### config.mk
export PLATFORM = sky130hd
export DESIGN_NAME = pattern_triggered_send_scheduler_top
export DESIGN_NICKNAME = d
export VERILOG_FILES = /design/src/rtl/core/pts_pkg.sv /design/src/rtl/core/pattern_triggered_send_scheduler_top.sv /design/src/rtl/core/pts_match.sv /design/src/rtl/core/pts_sched.sv
export SDC_FILE = /design/constraint.sdc
export NUM_CORES = 1
export LEC_CHECK = 0
export ABC_AREA = 1
export BUFFER_PORTS_ARGS = -buffer_cell sky130_fd_sc_hd__clkbuf_2
export CAP_MARGIN = 20
export CORE_MARGIN = 4
export CORE_UTILIZATION = 60
export CTS_CLUSTER_SIZE = 25
export DETAILED_ROUTE_END_ITERATION = 6
export GPL_ROUTABILITY_DRIVEN = 0
export GPL_TIMING_DRIVEN = 0
export HOLD_SLACK_MARGIN = 0.05
export MAX_ROUTING_LAYER = met4
export PLACE_DENSITY_LB_ADDON = 0.1
export SYNTH_ARGS = -nofsm -noshare
export SYNTH_HDL_FRONTEND = slang
export SYNTH_HIERARCHICAL = 1
export SYNTH_SLANG_ARGS = --single-unit
### constraint.sdc
create_clock -name clk -period 4 [get_ports clk]
set_input_delay 0.2 -clock clk [delete_from_list [all_inputs] [get_ports clk]]
set_output_delay 0.2 -clock clk [all_outputs]
set_load 0.01 [all_outputs]
### src/rtl/core/pts_pkg.sv
// Shared types and constants for the pattern-triggered send scheduler.
// Used by pts_match, pts_sched and pattern_triggered_send_scheduler_top.
`default_nettype none

package pts_pkg;

	// Default sizes handed to the top level parameters
	localparam int PATTERN_BYTES_DEF = 8;
	localparam int COUNT_BITS_DEF    = 16;

	// Configuration port geometry
	localparam int CFG_INDEX_BITS = 3;
	localparam int CFG_DATA_BITS  = 64;

	// Register reset values
	localparam logic [63:0] PATTERN_RST  = 64'h0;
	localparam logic [3:0]  LENGTH_RST   = 4'd1;
	localparam logic [15:0] DELAY_RST    = 16'd0;
	localparam logic [15:0] PERIOD_RST   = 16'd0;
	localparam logic        PERIODIC_RST = 1'b0;
	localparam logic [1:0]  TRIGGER_RST  = 2'd0;

	// Item operation codes
	typedef enum logic [1:0] {
		OP_BYTE  = 2'd0,
		OP_TICK  = 2'd1,
		OP_START = 2'd2,
		OP_STOP  = 2'd3
	} op_t;

	// Trigger modes; the unused code does nothing on a tick
	typedef enum logic [1:0] {
		TRIG_MANUAL     = 2'd0,
		TRIG_READ       = 2'd1,
		TRIG_CONTINUOUS = 2'd2,
		TRIG_UNUSED     = 2'd3
	} trig_mode_t;

	// Configuration register indexes
	typedef enum logic [CFG_INDEX_BITS-1:0] {
		REG_PATTERN  = 3'd0,
		REG_LENGTH   = 3'd1,
		REG_DELAY    = 3'd2,
		REG_PERIOD   = 3'd3,
		REG_PERIODIC = 3'd4,
		REG_TRIGGER  = 3'd5
	} cfg_reg_t;

	// Input item
	typedef struct packed {
		logic [1:0] operation;
		logic [7:0] rx_byte;
	} in_t;

	// Result item
	typedef struct packed {
		logic [15:0] send_count;
		logic        is_active;
	} out_t;

	// Scheduler settings
	typedef struct packed {
		logic [15:0] delay_ticks;
		logic [15:0] period_ticks;
		logic        periodic_mode;
		logic [1:0]  trigger_mode;
	} sched_cfg_t;

	// Scheduler timing state
	typedef struct packed {
		logic        running;
		logic [15:0] delay_left;
		logic [15:0] period_left;
	} sched_state_t;

	// Side effects of the scheduler on the matcher state
	typedef struct packed {
		logic clear_match;
		logic clear_trig;
	} sched_ctl_t;

endpackage

`default_nettype wire

### src/rtl/core/pattern_triggered_send_scheduler_top.sv
// Top level of the pattern-triggered send scheduler: config registers,
// input stage, state registers and result register. Depends on pts_pkg,
// pts_match and pts_sched.
//
//   port group   direction   transfer when           payload
//   in_*         to block    in_valid & !in_stall    in_data (operation, rx_byte)
//   out_*        from block  out_valid & !out_stall  out_data (send_count, is_active)
//   cfg_*        to block    cfg_write               cfg_index, cfg_data
//
// One item per cycle sustained while out_stall is low; each result reaches
// out_data through the input stage and the result register (the input stage
// holds the item, then matcher and scheduler load result and state registers).
// arst_n clears all state: passive, match position and trigger count zero.
// out_stall holds the result register; in_stall rises only when both
// stages are full and the result is not taken.
`default_nettype none

module pattern_triggered_send_scheduler_top #(
	parameter int PATTERN_BYTES = pts_pkg::PATTERN_BYTES_DEF,
	parameter int COUNT_BITS    = pts_pkg::COUNT_BITS_DEF
) (
	input  wire logic                              clk,
	input  wire logic                              arst_n,
	input  wire logic                              in_valid,
	output logic                                   in_stall,
	input  wire pts_pkg::in_t                      in_data,
	output logic                                   out_valid,
	input  wire logic                              out_stall,
	output pts_pkg::out_t                          out_data,
	input  wire logic                              cfg_write,
	input  wire logic [pts_pkg::CFG_INDEX_BITS-1:0] cfg_index,
	input  wire logic [pts_pkg::CFG_DATA_BITS-1:0]  cfg_data
);
	import pts_pkg::*;

	// configuration registers
	logic [63:0] pattern_q;
	logic [3:0]  length_q;
	sched_cfg_t  sched_cfg_q;

	// pipeline and state
	in_t                   item_s1;
	logic                  valid_s1;
	out_t                  out_q;
	logic                  out_valid_q;
	logic [2:0]            match_pos_q;
	logic [COUNT_BITS-1:0] trig_q;
	sched_state_t          sched_q;

	logic                  out_free;
	logic                  advance;
	logic                  accept;
	logic [2:0]            match_pos_next;
	logic [COUNT_BITS-1:0] match_trig_next;
	sched_state_t          sched_next;
	sched_ctl_t            sched_ctl;
	logic [15:0]           send_count;
	logic [2:0]            pos_next;
	logic [COUNT_BITS-1:0] trig_next;

	// Handshake control
	assign out_free  = !out_valid_q || !out_stall;
	assign advance   = valid_s1 && out_free;
	assign in_stall  = valid_s1 && !out_free;
	assign accept    = in_valid && !in_stall;
	assign out_valid = out_valid_q;
	assign out_data  = out_q;

	// Store configuration writes
	always_ff @(posedge clk or negedge arst_n) begin
		if (!arst_n) begin
			pattern_q                 <= PATTERN_RST;
			length_q                  <= LENGTH_RST;
			sched_cfg_q.delay_ticks   <= DELAY_RST;
			sched_cfg_q.period_ticks  <= PERIOD_RST;
			sched_cfg_q.periodic_mode <= PERIODIC_RST;
			sched_cfg_q.trigger_mode  <= TRIGGER_RST;
		end else if (cfg_write) begin
			case (cfg_reg_t'(cfg_index))
				REG_PATTERN:  pattern_q                 <= cfg_data[63:0];
				REG_LENGTH:   length_q                  <= cfg_data[3:0];
				REG_DELAY:    sched_cfg_q.delay_ticks   <= cfg_data[15:0];
				REG_PERIOD:   sched_cfg_q.period_ticks  <= cfg_data[15:0];
				REG_PERIODIC: sched_cfg_q.periodic_mode <= cfg_data[0];
				REG_TRIGGER:  sched_cfg_q.trigger_mode  <= cfg_data[1:0];
				default: begin
				end
			endcase
		end
	end

	// Input stage: capture a transfer, drop it once it moves on
	always_ff @(posedge clk or negedge arst_n) begin
		if (!arst_n) begin
			valid_s1 <= 1'b0;
		end else if (accept) begin
			valid_s1 <= 1'b1;
		end else if (advance) begin
			valid_s1 <= 1'b0;
		end
	end

	always_ff @(posedge clk) begin
		if (accept) begin
			item_s1 <= in_data;
		end
	end

	pts_match #(
		.PATTERN_BYTES(PATTERN_BYTES),
		.COUNT_BITS   (COUNT_BITS)
	) u_match (
		.pattern  (pattern_q),
		.length   (length_q),
		.pos      (match_pos_q),
		.rx_byte  (item_s1.rx_byte),
		.trig     (trig_q),
		.pos_next (match_pos_next),
		.trig_next(match_trig_next)
	);

	pts_sched #(
		.COUNT_BITS(COUNT_BITS)
	) u_sched (
		.op        (item_s1.operation),
		.cfg       (sched_cfg_q),
		.state     (sched_q),
		.trig      (trig_q),
		.state_next(sched_next),
		.ctl       (sched_ctl),
		.send_count(send_count)
	);

	// Merge matcher and scheduler updates
	always_comb begin
		if (item_s1.operation == OP_BYTE) begin
			pos_next  = match_pos_next;
			trig_next = match_trig_next;
		end else begin
			pos_next  = sched_ctl.clear_match ? 3'd0 : match_pos_q;
			trig_next = sched_ctl.clear_trig ? '0 : trig_q;
		end
	end

	// State registers advance with the item
	always_ff @(posedge clk or negedge arst_n) begin
		if (!arst_n) begin
			match_pos_q <= 3'd0;
			trig_q      <= '0;
			sched_q     <= '0;
		end else if (advance) begin
			match_pos_q <= pos_next;
			trig_q      <= trig_next;
			sched_q     <= sched_next;
		end
	end

	// Result register: load on advance, clear valid once taken
	always_ff @(posedge clk or negedge arst_n) begin
		if (!arst_n) begin
			out_valid_q <= 1'b0;
		end else if (advance) begin
			out_valid_q <= 1'b1;
		end else if (!out_stall) begin
			out_valid_q <= 1'b0;
		end
	end

	always_ff @(posedge clk) begin
		if (advance) begin
			out_q.send_count <= send_count;
			out_q.is_active  <= sched_next.running;
		end
	end

	// Only ticks produce sends
	assert property (@(posedge clk) disable iff (!arst_n)
		advance && item_s1.operation != OP_TICK |=> out_q.send_count == 16'd0)
		else $error("send count on an item that is not a tick");

	// Start and stop leave the matcher cleared
	assert property (@(posedge clk) disable iff (!arst_n)
		advance && (item_s1.operation == OP_START || item_s1.operation == OP_STOP)
		|=> match_pos_q == 3'd0 && trig_q == '0)
		else $error("matcher state not cleared by start or stop");

	// Stop always reports passive
	assert property (@(posedge clk) disable iff (!arst_n)
		advance && item_s1.operation == OP_STOP |=> !out_q.is_active && !sched_q.running)
		else $error("still active after stop");

	// A tick while passive leaves the counters alone
	assert property (@(posedge clk) disable iff (!arst_n)
		advance && item_s1.operation == OP_TICK && !sched_q.running
		|=> $stable(sched_q) && out_q.send_count == 16'd0)
		else $error("passive tick changed the scheduler");

	// Input backpressure only with both stages full
	assert property (@(posedge clk) disable iff (!arst_n)
		in_stall |-> valid_s1 && out_valid_q && out_stall)
		else $error("input stalled with room in the pipeline");

endmodule

`default_nettype wire

### src/rtl/core/pts_match.sv
// Pattern matcher: next match position and saturating trigger count for one byte.
// Depends on pts_pkg.
`default_nettype none

module pts_match #(
	parameter int PATTERN_BYTES = pts_pkg::PATTERN_BYTES_DEF,
	parameter int COUNT_BITS    = pts_pkg::COUNT_BITS_DEF
) (
	input  wire logic [63:0]           pattern,
	input  wire logic [3:0]            length,
	input  wire logic [2:0]            pos,
	input  wire logic [7:0]            rx_byte,
	input  wire logic [COUNT_BITS-1:0] trig,
	output logic      [2:0]            pos_next,
	output logic      [COUNT_BITS-1:0] trig_next
);
	import pts_pkg::*;

	localparam logic [3:0] MaxLen = 4'(PATTERN_BYTES);

	logic [3:0] len_eff;
	logic [2:0] pos_eff;
	logic [3:0] pos_inc;
	logic [7:0] pat_byte;

	// Clamp length, restart a stale position, compare one byte
	always_comb begin
		if (length == 4'd0) begin
			len_eff = 4'd1;
		end else if (length > MaxLen) begin
			len_eff = MaxLen;
		end else begin
			len_eff = length;
		end
		pos_eff   = ({1'b0, pos} >= len_eff) ? 3'd0 : pos;
		pat_byte  = pattern[{pos_eff, 3'b000} +: 8];
		pos_inc   = {1'b0, pos_eff} + 4'd1;
		pos_next  = 3'd0;
		trig_next = trig;
		if (pat_byte == rx_byte) begin
			if (pos_inc >= len_eff) begin
				// full match: count it, saturating
				if (trig != '1) begin
					trig_next = trig + COUNT_BITS'(1);
				end
			end else begin
				pos_next = pos_inc[2:0];
			end
		end
	end

endmodule

`default_nettype wire

### src/rtl/core/pts_sched.sv
// Send scheduler: start, stop and tick handling with delay and period counters.
// Depends on pts_pkg.
`default_nettype none

module pts_sched #(
	parameter int COUNT_BITS = pts_pkg::COUNT_BITS_DEF
) (
	input  wire logic [1:0]            op,
	input  wire pts_pkg::sched_cfg_t   cfg,
	input  wire pts_pkg::sched_state_t state,
	input  wire logic [COUNT_BITS-1:0] trig,
	output pts_pkg::sched_state_t      state_next,
	output pts_pkg::sched_ctl_t        ctl,
	output logic      [15:0]           send_count
);
	import pts_pkg::*;

	logic        trig_any;
	logic [31:0] trig_wide;
	logic [15:0] trig_send;
	logic        delay_done;
	logic        period_done;
	logic [15:0] delay_dec;
	logic [15:0] period_dec;
	logic        armed;

	// Counter steps: decrement saturating at zero, done when at one or zero
	always_comb begin
		trig_any    = |trig;
		trig_wide   = 32'(trig);
		trig_send   = (trig_wide > 32'h0000_FFFF) ? 16'hFFFF : trig_wide[15:0];
		delay_done  = state.delay_left <= 16'd1;
		period_done = state.period_left <= 16'd1;
		delay_dec   = (state.delay_left == 16'd0) ? 16'd0 : state.delay_left - 16'd1;
		period_dec  = (state.period_left == 16'd0) ? 16'd0 : state.period_left - 16'd1;
		armed       = (cfg.trigger_mode == TRIG_MANUAL) || trig_any;
	end

	// Apply the operation
	always_comb begin
		state_next = state;
		ctl        = '0;
		send_count = 16'd0;
		case (op_t'(op))
			OP_START: begin
				state_next.running     = 1'b1;
				state_next.delay_left  = cfg.delay_ticks;
				state_next.period_left = 16'd0;
				ctl.clear_match        = 1'b1;
				ctl.clear_trig         = 1'b1;
			end
			OP_STOP: begin
				state_next.running = 1'b0;
				ctl.clear_match    = 1'b1;
				ctl.clear_trig     = 1'b1;
			end
			OP_TICK: begin
				if (state.running && !cfg.periodic_mode) begin
					case (cfg.trigger_mode)
						TRIG_MANUAL, TRIG_READ: begin
							if (cfg.trigger_mode == TRIG_MANUAL || trig_any) begin
								state_next.delay_left = delay_dec;
								if (delay_done) begin
									// single send, then drop back to passive
									send_count         = 16'd1;
									state_next.running = 1'b0;
									ctl.clear_match    = 1'b1;
									ctl.clear_trig     = 1'b1;
								end
							end
						end
						TRIG_CONTINUOUS: begin
							if (trig_any) begin
								state_next.delay_left = delay_dec;
								if (delay_done) begin
									// send every pending trigger and consume them
									send_count     = trig_send;
									ctl.clear_trig = 1'b1;
								end
							end
						end
						default: begin
						end
					endcase
				end else if (state.running && cfg.trigger_mode != TRIG_UNUSED && armed) begin
					// periodic: delay first, then the period counter
					state_next.delay_left = delay_dec;
					if (delay_done) begin
						state_next.period_left = period_dec;
						if (period_done) begin
							send_count             = 16'd1;
							state_next.period_left = cfg.period_ticks;
						end
					end
				end
			end
			default: begin
			end
		endcase
	end

endmodule

`default_nettype wire

* Word level (Yosys, flattened, before mapping) *
Index checks and enable logic that the tools add are counted.

operators by class
  add/subtract/negate cells = 4
  order comparisons = 5
  eq/ne operators = 24
  shift operators = 1
  muxes and demuxes = 48
  reductions and logical operators = 36

operator list
  cell                                                                      number
  16-bit 2-to-1 mux                                                         17
  16-bit case mux with 2 select lines                                       2
  32-bit case mux with 2 select lines                                       1
  64-bit by 7-bit variable part select with 8-bit output                    1
  16-bit by 1-bit <= comparator with 1-bit output (second input constant)   2
  16-bit logical NOT                                                        2
  32-bit 2-to-1 mux                                                         1
  16-bit by 1-bit subtractor with 16-bit output (second input constant)     2
  17-bit 2-to-1 mux                                                         1
  16-bit by 1-bit adder with 16-bit output (second input constant)          1
  16-bit inequality test (second input constant)                            1
  16-bit OR reduction                                                       1
  3-bit 2-to-1 mux                                                          5
  2-bit AND reduction                                                       7
  1-bit 2-to-1 mux                                                          13
  2-bit by 1-bit inequality test with 1-bit output (second input constant)  6
  5-bit AND reduction                                                       2
  8-bit equality test                                                       1
  4-bit 2-to-1 mux                                                          2
  4-bit by 3-bit inequality test with 1-bit output (second input constant)  2
  2-bit nonzero test                                                        4
  2-bit equality test (second input constant)                               3
  3-bit by 2-bit equality test with 1-bit output (second input constant)    2
  3-bit equality test (second input constant)                               2
  21 further kinds                                                          37

word-level totals
  flip-flop bits (word level) = 184
  bits of input ports = 82
  output and inout bits = 19
  word-level logic and storage cells = 135

* Depth between registers and ports, before layout *
Gate-level depths: netlist (run 1).

  word-level depth = 10
  mapped depth = 27
  gate-level depth less buffers = 25

* Hierarchy *
Netlist (run 1), hierarchy kept.

modules (own cells, without submodules)
  module                                times used  cells each  area each (µm²)  seq. area each (µm²)
  pattern_triggered_send_scheduler_top  1           714         7029.2           4740.8
  pts_sched                             1           522         2439.8           0.0
  pts_match                             1           466         2197.1           0.0

* Worst setup path after synthesis (run 1) *
OpenSTA, ideal clock, no wires.

  path kind = reg-to-reg
  from = register match_pos_q[0]
  to = register trig_q[8]
  library setup time = 0.117 ns
  data arrival time = 3.272 ns
  data required time = 3.883 ns
  path slack = 0.612 ns
  cell stages (with the launch flop) = 25
  buffers on the path = 5
  period minus slack after synthesis = 3.388 ns
  cells stage by stage = dfrtp_1 clkbuf_1 clkbuf_1 inv_1 ha_1 inv_1 nand2_1 nand2_1 nand2_1 nand2_1 buf_6 nand2_4 inv_2 buf_4 ha_1 ha_1 a21oi_1 nand3b_1 nand2_1 clkbuf_1 o21ai_0 nand3_1 nand2_1 nand2_1 nand2_1

between the ends
  longest elaborated chain between the ends = 6
  elaborated cells between the ends (all ways) = 9
  those cells by class = add/sub (1); order compare (2); eq/ne (3); shift (1); mux (1); reduce/logical (1)

RTL lines
  what                                                                                                              RTL line                                     text
  start: declaration                                                                                                pattern_triggered_send_scheduler_top.sv:46   logic [2:0] match_pos_q;
  start signal: assignment                                                                                          pattern_triggered_send_scheduler_top.sv:152  match_pos_q <= pos_next;
  3-bit by 4-bit greater-or-equal comparator with 1-bit output                                                      pts_match.sv:35                              pos_eff = ({1'b0, pos} >= len_eff) ? 3'd0 : pos;
  3-bit 2-to-1 mux *                                                                                                pts_match.sv:35
  64-bit by 7-bit variable part select with 8-bit output or 3-bit by 1-bit adder with 4-bit output (tied branches)  pts_match.sv:36, pts_match.sv:37
  8-bit equality test or 4-bit greater-or-equal comparator (tied branches)                                          pts_match.sv:40, pts_match.sv:41
  2-bit by 1-bit inequality test with 1-bit output (no source line)                                                 --
  5-bit AND reduction (no source line) *                                                                            --
  end signal: assignment                                                                                            pattern_triggered_send_scheduler_top.sv:153  trig_q <= trig_next;
  end: declaration                                                                                                  pattern_triggered_send_scheduler_top.sv:47   logic [COUNT_BITS-1:0] trig_q;

Mark *: on every way between the ends. The rest lies on a longest branch, timed or not.
A chain may end at the register's enable or synchronous reset.

* Worst setup path after layout (run 1) *
  from = register match_pos_q[0]
  to = register trig_q[0]

The elaborated chain is that of the path after synthesis.

==> run_results.csv, run 1 <==
group,metric,value,unit
outcome,outcome,"completed",
setup_path,cp.arrival,4.13,ns
yosys,syn_area,0.01167,sq mm
hold_path,hold_depth,3,
setup_path,cp.buffers_inverters,8,
routing,vias,12170,
timing,max_freq,266.8,MHz
pwr,total_leakage_power,7.221,nW
yosys,yosysSeqAreaShare,40.64,%
routing,final_antenna_net_count,0,
cts,numCtsBuffers,17,
timing,max_slew_margin,53.63,%
cts,cts_tree,"built",
setup_path,crit_path_max_fanout,10,
global_routing,grt_pass1_vias,10990,
yosys,syn_nets,1802,
cts,cts_buffer_depth,2,
routing,drc_errors,0,
setup_path,reg2regPathDepth,25,
setup_path,setup.worst_path.start_class,"flop",
final_layout,fillers,1567,
cts,postCtsSetupBuffers,0,
setup_path,worstSetupPathType,"flop to flop",
placement,portBuffers,98,
cts,root_buffer,"clkbuf_16",
routing,drtIter0Drc,1229,
floorplanning,die-area,0.02174,sq mm
cts,h-tree-depth,4,
cts,cts_sinks,184,
pwr,irDropWorstVdd,0.3007,mV
timing,tns,0,ns
routing,wl,34510,um
yosys,postSynthRegisterBits,184,
setup_path,critPathSlowestCell,"dfrtp_2",
routing,wl_per_cell,15.96,um
timing,hold_violations,0,
timing,finalCriticalPeriod,3.748,ns
final_layout,area_delta_synth_final,18.59,%
floorplanning,start_util,61.75,%
global_routing,grt_max_degree,95,
setup_path,crit_cells,25,
final_layout,finish.utilization,73.23,%
timing,worst_pin_slew,0.6956,ns
floorplanning,die_w,147.4,um
yosys,yosysWarnings,6,
pwr,power,5.635,mW
floorplanning,coreArea,0.01889,sq mm
timing,skew,0.01436,ns
floorplanning,design.portCount,101,
hold_path,hp-class,"primary input to flop",
cts,path_clk_slew,0.08,ns
setup_path,path_common_cell,"nand2_1",
global_routing,grt_first_pass_wirelength,55470,um
timing,finalSetupViolations,0,
global_routing,antenna_found_initial,0,
pwr,power_density,407.3,mW/mm^2
global_routing,gr-total-overflow,0,
timing,period_share,93.70,%
setup_path,critical-path-max-stage-delay,0.47,ns
final_layout,drive_gt1_share,12.20,%
yosys,synth.distinct_cells,36,
yosys,postSynthAreaPerCell,6.854,sq um
routing,viasPerCell,5.628,
floorplanning,fp-row-count,50,
global_routing,grt_usage,32.35,%
timing,rsz0062_at_grt,"false",
timing,slew_viol_final,0,
cts,clk_latency,0.44,ns
yosys,syn_inst,1702,
final_layout,nets,1988,
routing,drtPass1Iterations,6,
setup_path,end_kind,"flop",
placement,dp_hpwl,24120,um
setup_path,critPathRequiredTime,4.38,ns
floorplanning,die_h,147.4,um
run,cap_violations,0,
setup_path,critPathTopFamily,"buffers and inverters",
-- cells by family (layout without fill, tap and decap cells) --
kind of cell               Yosys count  count (layout)  share of synthesized area (%)
adders and majority gates           18              18                          1.931
DFF                                184             184                          40.64
xor gates and xnor gates             8               8                         0.6006
and+or+nand+nor                   1204            1204                          44.64
buffers and inverters              192             391                          7.529
AOI/OAI and AO/OA                   96              96                          4.665
other                                0               1                              0
-- worst reg2reg max path: stages, from the launching register on --
cell	delay, ns
dfrtp_2	0.47
clkbuf_4	0.25
inv_1	0.06
ha_1	0.28
inv_1	0.05
nand2_1	0.04
nand2_1	0.05
nand2_1	0.05
nand2_1	0.11
buf_6	0.17
nand2_4	0.10
inv_2	0.14
buf_4	0.20
ha_1	0.27
ha_1	0.29
a21oi_1	0.13
nand3b_1	0.11
nand2_1	0.13
inv_1	0.10
buf_2	0.23
nand2_1	0.09
nand2_1	0.09
nand3_1	0.08
nand2_1	0.08
nand2_1	0.05
nand2_1	0.07
-- sequential cells by signal, summed over array words and instances, names as in the netlist --
register / cells
valid_s1: 1
match_pos_q: 3
length_q: 4
item_s1: 10
out_valid: 1
out_data: 17
sched_cfg_q: 35
pattern_q: 64
trig_q: 16
sched_q: 33
-- synthesized netlist by cell type, drive strengths merged --
cell	instances	share of area, %
nand2	749	24
clkbuf	30	0.97
o21ai	33	1.4
buf	52	3.0
nor2	129	4.9
inv	110	3.6
dfstp	1	0.23
or2	14	0.75
o211ai	10	0.64
nand4	40	2.1
edfxtp	27	6.9
nor3	8	0.34
o21bai	5	0.32
a21oi	45	2.1
dfrtp	156	33
ha	18	1.9
nand3b	21	1.5
xor2	5	0.38
xnor2	3	0.23
a22oi	3	0.19
nand3	243	11
-- worst paths after layout --
kind / from / slack, ns / to
setup / recovery: match_pos_q[0] / 0.25 / trig_q[0]
hold / removal: cfg_data[8] / 0.06 / pattern_q[8]
min in group asynchronous: arst_n / 0.30 / sched_q[9]
max in group asynchronous: arst_n / 2.87 / pattern_q[51]
setup reg to reg: match_pos_q[0] / 0.25 / trig_q[0]
hold reg to reg: pattern_q[42] / 0.47 / pattern_q[42]
-- placed cells by master (no fill, tap or decap), drive strengths merged --
master and instances:
nor2 129, a22oi 3, nand2 749, inv 118
dlygate4sd3 69, xor2 5, nor3 8, clkinv 6
ha 18, a21oi 45, or2 14, dfrtp 156
o211ai 10, clkbuf 144, bufinv 1, nand3 243
o21ai 33, xnor2 3, edfxtp 27, diode 1
nand3b 21, buf 53, dfstp 1, o21bai 5
nand4 40
-- area by class of cell --
type / instances / area (sq um) / area share [%]
well taps: 260 / 325.3 / 2.351
multi-input cells: 1326 / 6047 / 43.71
plain buffers: 81 / 464.2 / 3.355
inverters: 110 / 415.4 / 3.003
flip-flops and latches: 184 / 4742 / 34.28
diodes: 1 / 2.502 / 0.01809
clock inverters: 15 / 195.2 / 1.411
repair buffers: 168 / 1217 / 8.800
clock buffers: 17 / 425.4 / 3.075
-- routing by layer --
metal	routed length (um)	up-vias	global-route usage, %	share of wire [%]
met5	0	-	-	0
met4	1100	0	10.58	3.2
met3	2931	87	5.395	8.5
met2	16080	585	50.35	47
met1	14400	5647	43.70	42
li1	-	5848	-	-
-- stage by stage --
step | hold slack, ns | std cells | cell area [sq um] | worst slack, ns
after floorplan | -0.09559 | 1702 | 11670 | 0.6116
after global placement | 0.3775 | 2060 | 12480 | -0.1109
after detailed placement | 0.2255 | 2061 | 12520 | -0.1802
after CTS | 0.05314 | 2161 | 13820 | 0.009816
after global routing | 0.05276 | 2161 | 13830 | 0.004588
final | 0.06342 | 2162 | 13830 | 0.2521
-- timing repair --
| action | CTS | global route |
|---|---|---|
| setup endpoints to repair | 19 | 19 |
| pin swaps | 0 | 0 |
| resized for setup | 2 | 3 |
| hold buffers | 68 | 1 |
| endpoints found under the hold margin | 140 | 1 |
-- power breakdown --
| group | switching [mW] | leakage (nW) | internal (mW) | total, mW |
|---|---|---|---|---|
| sequential | 0.283 | 2.28 | 2.18 | 2.47 |
| clock | 0.846 | 0.306 | 0.911 | 1.76 |
| combinational | 0.898 | 4.63 | 0.512 | 1.41 |
No activity file was read; power rests on OpenSTA's default activity.
==> run 2: changes to the inputs <==
==> constraint.sdc (replaced) <==
create_clock -name clk -period 4 [get_ports clk]
set_input_delay 0.6 -clock clk [delete_from_list [all_inputs] [get_ports clk]]
set_output_delay 0.6 -clock clk [all_outputs]
set_load 0.01 [all_outputs]
==> run 2 against run 1 <==
Count of clock-buffer cells in the layout did not move. Global-route usage fell by 1.5 points. Design area fell by 5.0%. Setup slack improved by 0.018 ns. First-iteration DRC count rose by 3.3%. Worst hold slack improved by 0.074 ns. Non-clock buffer count fell by 69. Combinational power fell by 4%. Sequential cell count did not move. Routed wire length fell by 4.7%. Cell count fell by 3.2%. Total power fell by 1.1%. Critical path type unchanged. Largest cell class unchanged. Highest routed layer unchanged.
==> run_results.csv, run 2 (synthesis results as in run 1) <==
group,metric,value,unit
final_layout,largest_reg_flops,64,
global_routing,grt.busiest_layer,"met2",
final_layout,area_delta_synth_final,12.65,%
setup_path,worstSetupPathType,"flop to flop",
final_layout,reg_top3,"pattern_q (64), sched_cfg_q (35), sched_q (33)",
floorplanning,die_w,147.4,um
global_routing,grtUsageMet3,4.721,%
global_routing,antenna_found_initial,0,
setup_path,r2r-end,"trig_q[0]",
pwr,total_leakage_power,6.933,nW
routing,wl_per_cell,15.72,um
pwr,power,5.572,mW
routing,drtPass1Iterations,6,
floorplanning,design.portCount,101,
global_routing,grt_util_met2,48.50,%
global_routing,grt_first_pass_wirelength,52920,um
setup_path,reg2regPathDepth,25,
final_layout,nets,1919,
timing,max_slew_margin,55.31,%
setup_path,r2r_slack,0.27,ns
run,cap_violations,0,
routing,final_antenna_net_count,0,
cts,h-tree-depth,4,
timing,max_freq,268.1,MHz
timing,slew_viol_final,0,
hold_path,hp-class,"primary input to async pin",
timing,period_share,93.26,%
final_layout,top_register,"pattern_q",
placement,dp_hpwl,24120,um
routing,vias,11740,
routing,viasPerCell,5.609,
placement,placed_cell_area,0.01252,sq mm
floorplanning,die-area,0.02174,sq mm
global_routing,grt_pass1_vias,10470,
timing,hold_violations,0,
global_routing,grt_max_degree,95,
global_routing,grt_usage,30.87,%
cts,path_clk_slew,0.08,ns
timing,rsz0062_at_grt,"false",
timing,finalSetupViolations,0,
floorplanning,die_h,147.4,um
final_layout,finish.utilization,69.56,%
global_routing,use_met1,42.32,%
timing,skew,0.01432,ns
routing,drtIter0Drc,1269,
setup_path,cp-startpoint,"match_pos_q[0]",
final_layout,n_antenna_cell,0,
placement,portBuffers,98,
global_routing,gr-total-overflow,0,
cts,numCtsBuffers,17,
routing,drc_errors,0,
cts,cts_sinks,184,
cts,clk_latency,0.44,ns
floorplanning,coreArea,0.01889,sq mm
pwr,power_density,424.0,mW/mm^2
cts,cts_buffer_depth,2,
outcome,outcome,"completed",
final_layout,fin_area,0.01314,sq mm
setup_path,setup.worst_path.start_class,"flop",
final_layout,final_cell_mix,"740 x nand2_1, 239 x nand3_1, 155 x dfrtp_1",
floorplanning,start_util,61.75,%
setup_path,end_kind,"flop",
setup_path,critPathRequiredTime,4.38,ns
cts,cts_tree,"built",
cts,root_buffer,"clkbuf_16",
setup_path,crit_path_max_fanout,10,
cts,ctsHoldBuffers,0,
setup_path,cp.arrival,4.11,ns
setup_path,rr_startpoint,"match_pos_q[0]",
final_layout,drive_gt1_share,12.66,%
routing,wl,32880,um
timing,finalCriticalPeriod,3.730,ns
floorplanning,fp-row-count,50,
timing,worst_pin_slew,0.6703,ns
pwr,irDropWorstVdd,0.3007,mV
final_layout,mostFrequentLayoutCell,"nand2_1",
run 2: changes by cell type in the layout (fill, tap and decap cells not counted), sizes merged:
cell / before / now
diode: 1 / 0
dlygate4sd3: 69 / 0
run 2: worst max-delay path by stage:
stage | end | cells past startpoint | slack (ns)
finish | trig_q[0] | 25 | 0.27
detailed placement | trig_q[6] | 24 | -0.18
CTS | trig_q[0] | 26 | 0.01
global route | trig_q[2] | 25 | 0.005
global placement | pattern_q[52] | 1 | -0.50
floorplan | trig_q[8] | 24 | 0.61
run 2: layer usage:
| layer | up-vias | part of all wire [%] |
|---|---|---|
| met5 | - | 0 |
| met4 | 0 | 2.0 |
| met3 | 55 | 8.4 |
| met2 | 536 | 47 |
| met1 | 5430 | 43 |
| li1 | 5714 | - |
run 2: worst max-delay path, cell delays in order (launching register included):
cell	delay, ns
dfrtp_2	0.47
clkbuf_4	0.25
inv_1	0.06
ha_1	0.28
inv_1	0.05
nand2_1	0.04
nand2_1	0.05
nand2_1	0.05
nand2_1	0.11
buf_6	0.17
nand2_4	0.09
inv_2	0.13
buf_4	0.20
ha_1	0.27
ha_1	0.28
a21oi_1	0.13
nand3b_1	0.11
nand2_1	0.14
inv_1	0.10
buf_2	0.23
nand2_1	0.09
nand2_1	0.09
nand3_1	0.08
nand2_1	0.08
nand2_1	0.05
nand2_1	0.07
run 2: repair_timing:
action                                  in CTS  in global routing
pin swaps                                    0                  0
cloned                                       0                  0
endpoints found under the setup margin      19                 19
resized for setup                            2                  3
setup buffers                                0                  0
run 2: final cells by class:
type,count,area (sq um)
clock buffer,17,425.4
clock inverter,15,195.2
tap,260,325.3
fill,1688,5752
timing repair buffer,99,526.8
inverter,110,415.4
multi-input combinational,1326,6047
sequential,184,4742
buffer,81,464.2
run 2: through the flow:
step                      cells  setup slack, ns  setup TNS (ns)  hold WS [ns]
after floorplan            1702           0.6116               0        0.3044
after global placement     2060          -0.5047          -77.13        0.4461
after detailed placement   2061          -0.1802          -2.044        0.4558
after CTS                  2093         0.009816               0        0.1673
after global routing       2092         0.004588               0        0.1781
final                      2092           0.2697               0        0.1370
run 2: where the power goes:
group | switching, mW | internal [mW]
clock | 0.848 | 0.911
sequential | 0.282 | 2.18
combinational | 0.878 | 0.468
total | 2.01 | 3.56
